--- config.mk ---
export PLATFORM = sky130hd
export DESIGN_NAME = hms_ctrl
export DESIGN_NICKNAME = d
export VERILOG_FILES = /design/src/rtl/core/hms_pkg.sv /design/src/rtl/core/hms_ctrl.sv
export SDC_FILE = /design/constraint.sdc
export NUM_CORES = 1
export LEC_CHECK = 0
export BUFFER_PORTS_ARGS = -buffer_cell sky130_fd_sc_hd__buf_4
export CAP_MARGIN = 5
export CORE_AREA = 2 2 39 41
export CTS_CLUSTER_DIAMETER = 100
export DETAILED_ROUTE_END_ITERATION = 16
export DIE_AREA = 0 0 41 43
export GPL_TIMING_DRIVEN = 0
export MAX_ROUTING_LAYER = met4
export PLACE_DENSITY_LB_ADDON = 0.08
export REMOVE_ABC_BUFFERS = 1
export SETUP_SLACK_MARGIN = 0.3
export SKIP_CTS_REPAIR_TIMING = 1
export SLEW_MARGIN = 30
export SYNTH_ARGS = -nofsm -noshare
export SYNTH_HDL_FRONTEND = slang
export SYNTH_SLANG_ARGS = --single-unit
export TNS_END_PERCENT = 30
--- constraint.sdc ---
create_clock -name clk -period 2.2 [get_ports clk]
set_input_delay 0.22 -clock clk [delete_from_list [all_inputs] [get_ports clk]]
set_output_delay 0.22 -clock clk [all_outputs]
set_load 0.005 [all_outputs]
--- src/rtl/core/hms_pkg.sv ---
// ----------------------------------------------------------------------------
// hms_pkg
// Shared types and constants for the 3x3 heightmap mean filter.
// ----------------------------------------------------------------------------
`default_nettype none

package hms_pkg;

  localparam int MAX_WIDTH  = 4096;
  localparam int MAX_HEIGHT = 4096;

  localparam int COL_W     = $clog2(MAX_WIDTH);  // line buffer index
  localparam int WID_W     = COL_W + 1;          // holds MAX_WIDTH itself
  localparam int ROW_W     = 13;                 // holds MAX_HEIGHT + 1
  localparam int CFG_W     = 13;
  localparam int CFG_IDX_W = 2;
  localparam int PIX_W     = 8;
  localparam int SUM_W     = 12;                 // 9 * 255
  localparam int CNT_W     = 4;                  // up to 9 cells
  localparam int REM_W     = 5;                  // remainder below 2 * 9
  localparam int OUT_W     = 16;
  localparam int DIV_STEPS = 16;
  localparam int STEP_W    = 4;

  localparam logic [CFG_IDX_W-1:0] REG_IMAGE_WIDTH  = 2'd0;
  localparam logic [CFG_IDX_W-1:0] REG_IMAGE_HEIGHT = 2'd1;

  localparam logic [CFG_W-1:0] WIDTH_RESET  = 13'd257;
  localparam logic [CFG_W-1:0] HEIGHT_RESET = 13'd257;

  localparam logic ACT_SAMPLE = 1'b0;
  localparam logic ACT_DRAIN  = 1'b1;

  typedef struct packed {
    logic             action;
    logic [PIX_W-1:0] height_sample;
  } in_item_t;

  typedef struct packed {
    logic [OUT_W-1:0] smoothed_height;
    logic             last_of_frame;
  } out_item_t;

  typedef struct packed {
    logic mem_rd;    // capture sample, read line buffers
    logic update;    // shift window, write buffers, load divider, advance
    logic div_step;  // one quotient bit
    logic out_load;  // move quotient into output register
  } dp_cmd_t;

  typedef struct packed {
    logic frame_full;  // all samples of the frame have arrived
    logic due;         // current item produces a result
  } dp_status_t;

  typedef enum logic [1:0] {
    ST_IDLE,
    ST_UPDATE,
    ST_DIVIDE,
    ST_OUTPUT
  } state_t;

endpackage

`default_nettype wire

--- src/rtl/core/hms_ctrl.sv ---
// ----------------------------------------------------------------------------
// hms_ctrl
// Sequencer: accepts a request, steps the datapath, owns output valid.
// ----------------------------------------------------------------------------
`default_nettype none

module hms_ctrl (
  input  wire                 clk,
  input  wire                 rst,
  input  wire                 in_valid,
  input  wire                 in_action,
  output logic                in_ready,
  input  wire                 out_ready,
  output logic                out_valid,
  input  hms_pkg::dp_status_t status,
  output hms_pkg::dp_cmd_t    cmd
);
  import hms_pkg::*;

  state_t            state, state_next;
  logic [STEP_W-1:0] step_cnt, step_cnt_next;
  logic              out_valid_next;

  always_ff @(posedge clk) begin
    if (rst) begin
      state     <= ST_IDLE;
      step_cnt  <= '0;
      out_valid <= 1'b0;
    end else begin
      state     <= state_next;
      step_cnt  <= step_cnt_next;
      out_valid <= out_valid_next;
    end
  end

  always_comb begin
    state_next    = state;
    step_cnt_next = step_cnt;
    cmd           = '0;
    in_ready      = (state == ST_IDLE);
    unique case (state)
      ST_IDLE: begin
        // a drain before the frame is complete is taken and dropped
        if (in_valid && !(in_action == ACT_DRAIN && !status.frame_full)) begin
          cmd.mem_rd = 1'b1;
          state_next = ST_UPDATE;
        end
      end
      ST_UPDATE: begin
        cmd.update    = 1'b1;
        step_cnt_next = '0;
        state_next    = status.due ? ST_DIVIDE : ST_IDLE;
      end
      ST_DIVIDE: begin
        cmd.div_step  = 1'b1;
        step_cnt_next = step_cnt + 1'b1;
        if (step_cnt == STEP_W'(DIV_STEPS - 1)) state_next = ST_OUTPUT;
      end
      ST_OUTPUT: begin
        if (!out_valid || out_ready) begin
          cmd.out_load = 1'b1;
          state_next   = ST_IDLE;
        end
      end
      default: state_next = ST_IDLE;
    endcase
    if (cmd.out_load) out_valid_next = 1'b1;
    else if (out_ready) out_valid_next = 1'b0;
    else out_valid_next = out_valid;
  end

endmodule

`default_nettype wire

==> impl_metrics.toml <==
[critical_path]
crit_path_cell_trace = "inv_1 -> ha_1 -> inv_1 -> nor2_1 -> buf_4"
crit_required_ns = 1.98
crit_path_top_delay_cell = "dfxtp_1"
critPathMaxStageDelay_ns = 0.39
regToRegSetupSlack_ns = 0.76
sort_of_element_at_the_end_of_the_critical_path = "output port"
cp.buffers_inverters = 3
cpLargestDelayFamily = "flip-flops"
critPathMostFrequentCell = "inv_1"
start_kind = "flip-flop"
critPathMaxFanout = 5
timing.critical_path.arrival_ns = 1.26
critPathKind = "reg -> out"

[synthesis]
synthDominantAreaCellType = "dfxtp_1"
ys_types = 23
synth-seq-area-share_pct = 33.1
postSynthAreaPerCell_um2 = 8.63
yosys_register_bits = 7
synth_top_cells_by_area = "dfxtp_1 (33%), ha_1 (15%), nor2_1 (6.2%)"
ys.warnings.count = 0
syn_area_um2 = 423
synth_cells = 49
area_fraction_of_the_dominant_cell_type_after_synthesis_pct = 33.1

[drt]
drt_iter0_markers = 2
routed_len_inst_um = 10.1
ant_nets = 0
drt-total-wl_um = 807
detailedRoute.firstPassIterationCount = 2
drt_drc_violations_left = 0
routed-via-count = 360
vias_per_cell = 4.50

[global_routing]
first_pass_grt_wire_length_um = 1380
pin_count_of_the_biggest_net_entering_global_routing = 9
grt-ovfl-total = 0
antenna_found_initial = 0
globalRouteTotalUtil_pct = 12.2
first_global_vias = 332

[floorplanning]
initial_utilization_pct = 30.6
die_area_um2 = 1760
die_h_um = 43
rows = 14
core-area_um2 = 1380
design.portCount = 13
die_w_um = 41

[timing]
fin_crit_sh_pct = 67.1
maxSlewHeadroom_pct = 83.7
timing_max_transition_violations_final = 0
rsz0062_at_grt = "no"
setup_total_negative_slack_ns = 0
layout_min_cycle_time_ns = 1.48
hold_violations = 0
finalClockSkew_ns = 0.00227
setup_violations = 0
max_freq_mhz = 678
timing_worst_slew_pin_value_ns = 0.243

[finish]
layout.core_utilization_pct = 39.9
drive_above_1_share_pct = 28.1
final_nets = 77
layoutNonFillerInstCount = 80
fill_cells = 155
postLayoutCellArea_um2 = 552
area_added_between_synthesis_and_finish_pct = 30.5
n_antenna_cell = 0

[job]
max_cap_viol_count = 0

[min_path]
timing.hold.worst.class = "in -> reg"

[pwr]
p_clk_share_pct = 36.9
leakage_uw = 0.000246
switching_power_total_uw = 82.9
power.density_cell_area_nw_per_um2 = 577
power.share.switching_pct = 26.0
power.internal_uw = 236
power_frac_comb_pct = 20.7
worst_vdd_ir_v = 0.000277
power.share.sequential_pct = 42.4

[clock_tree]
cts.reportedPaths.clkPinSlew_ns = 0.05
worst_skew_pair.late_latency_ns = 0.25
clk_path_buf_depth = 2
clock-sinks = 7
cts_made_buffers = 3
clock_tree.root_cell = "clkbuf_4"
tritoncts = "done"
cts_htree_levels = 1

[place]
dpl_cell_area_um2 = 526
io_buffers = 12
finalWeightedCongestion = 0.626
dp.cells = 76
place_hpwl_um = 643

[status]
status = "complete, no violations"
-- per-stage QoR --
stage	setup WS (ns)	hold WS [ns]	power [uW]
floorplan	0.902	0.289	175
global placement	0.741	0.456	205
detailed placement	0.752	0.455	205
CTS	0.699	0.185	328
global route	0.610	0.187	346
finish	0.724	0.191	319
-- power groups by stage --
stage          combinational [uW]  sequential [uW]  clock [uW]
2_1_floorplan                38.1              137           0
3_3_place_gp                 66.9              138           0
3_5_place_dp                 66.6              138           0
4_1_cts                      66.8              135         126
5_1_grt                      74.9              136         135
6_report                     65.9              135         118
-- path summary, 6_finish.rpt --
| path | start | endpoint | cells past startpoint |
|---|---|---|---|
| setup / recovery | state[0] | cmd[3] | 5 |
| hold / removal | rst | out_valid | 2 |
| setup reg to reg | state[0] | flip-flop | 6 |
| hold reg to reg | step_cnt[1] | step_cnt[1] | 2 |
-- cells by family (layout without fill, tap and decap cells) --
group	count (synthesis)	in the layout	share of synthesized area, %
fa+ha+maj	5	5	14.8
flops	7	7	33.1
buf+inv	6	21	6.21
compound gates	11	11	18.9
mux	2	2	5.03
simple gates	18	18	21.9
-- area by class of cell --
| type | count | area, um^2 | area share (%) |
|---|---|---|---|
| Clock buffer | 4 | 26.3 | 4.76 |
| Inverter | 5 | 18.8 | 3.40 |
| Multi-Input combinational cell | 36 | 256 | 46.5 |
| Sequential cell | 7 | 140 | 25.4 |
| Tap cell | 16 | 20.0 | 3.63 |
| Timing Repair Buffer | 12 | 90.1 | 16.3 |
-- metal layers --
metal	up-vias	track usage [%]	routed length (um)
li1	199	-	-
met1	150	15.6	378
met2	9	15.3	379
met3	2	3.14	46
met4	0	10.0	4
met5	-	-	0
-- placed cells by master, fill, tap and decap left out --
cell / count
ha_1: 5
o21a_1: 1
a31oi_2: 1
nor3b_1: 1
nand3_1: 1
nand3b_1: 2
a21oi_1: 2
inv_1: 5
a31oi_1: 1
a22oi_1: 1
a221oi_1: 1
a211oi_2: 1
nor2_1: 7
mux2i_1: 1
o21ai_1: 2
nor2b_1: 2
mux2_2: 1
nand2_1: 2
clkbuf_4: 3
and3_1: 1
nand2b_1: 2
buf_4: 12
clkbuf_1: 1
o21ai_0: 1
dfxtp_1: 7
-- synth_stat cells --
| master | n |
|---|---|
| and3_1 | 1 |
| nand3_1 | 1 |
| o21ai_0 | 1 |
| nor3b_1 | 1 |
| a22oi_1 | 1 |
| a221oi_1 | 1 |
| nand2_1 | 2 |
| dfxtp_1 | 7 |
| a21oi_1 | 2 |
| a31oi_1 | 1 |
| nor2b_1 | 2 |
| mux2_2 | 1 |
| o21ai_1 | 2 |
| buf_4 | 1 |
| o21a_1 | 1 |
| nand3b_1 | 2 |
| nand2b_1 | 2 |
| a211oi_2 | 1 |
| nor2_1 | 7 |
| mux2i_1 | 1 |
| a31oi_2 | 1 |
| ha_1 | 5 |
| inv_1 | 5 |
Note: power is estimated with default switching activity, not from simulation.
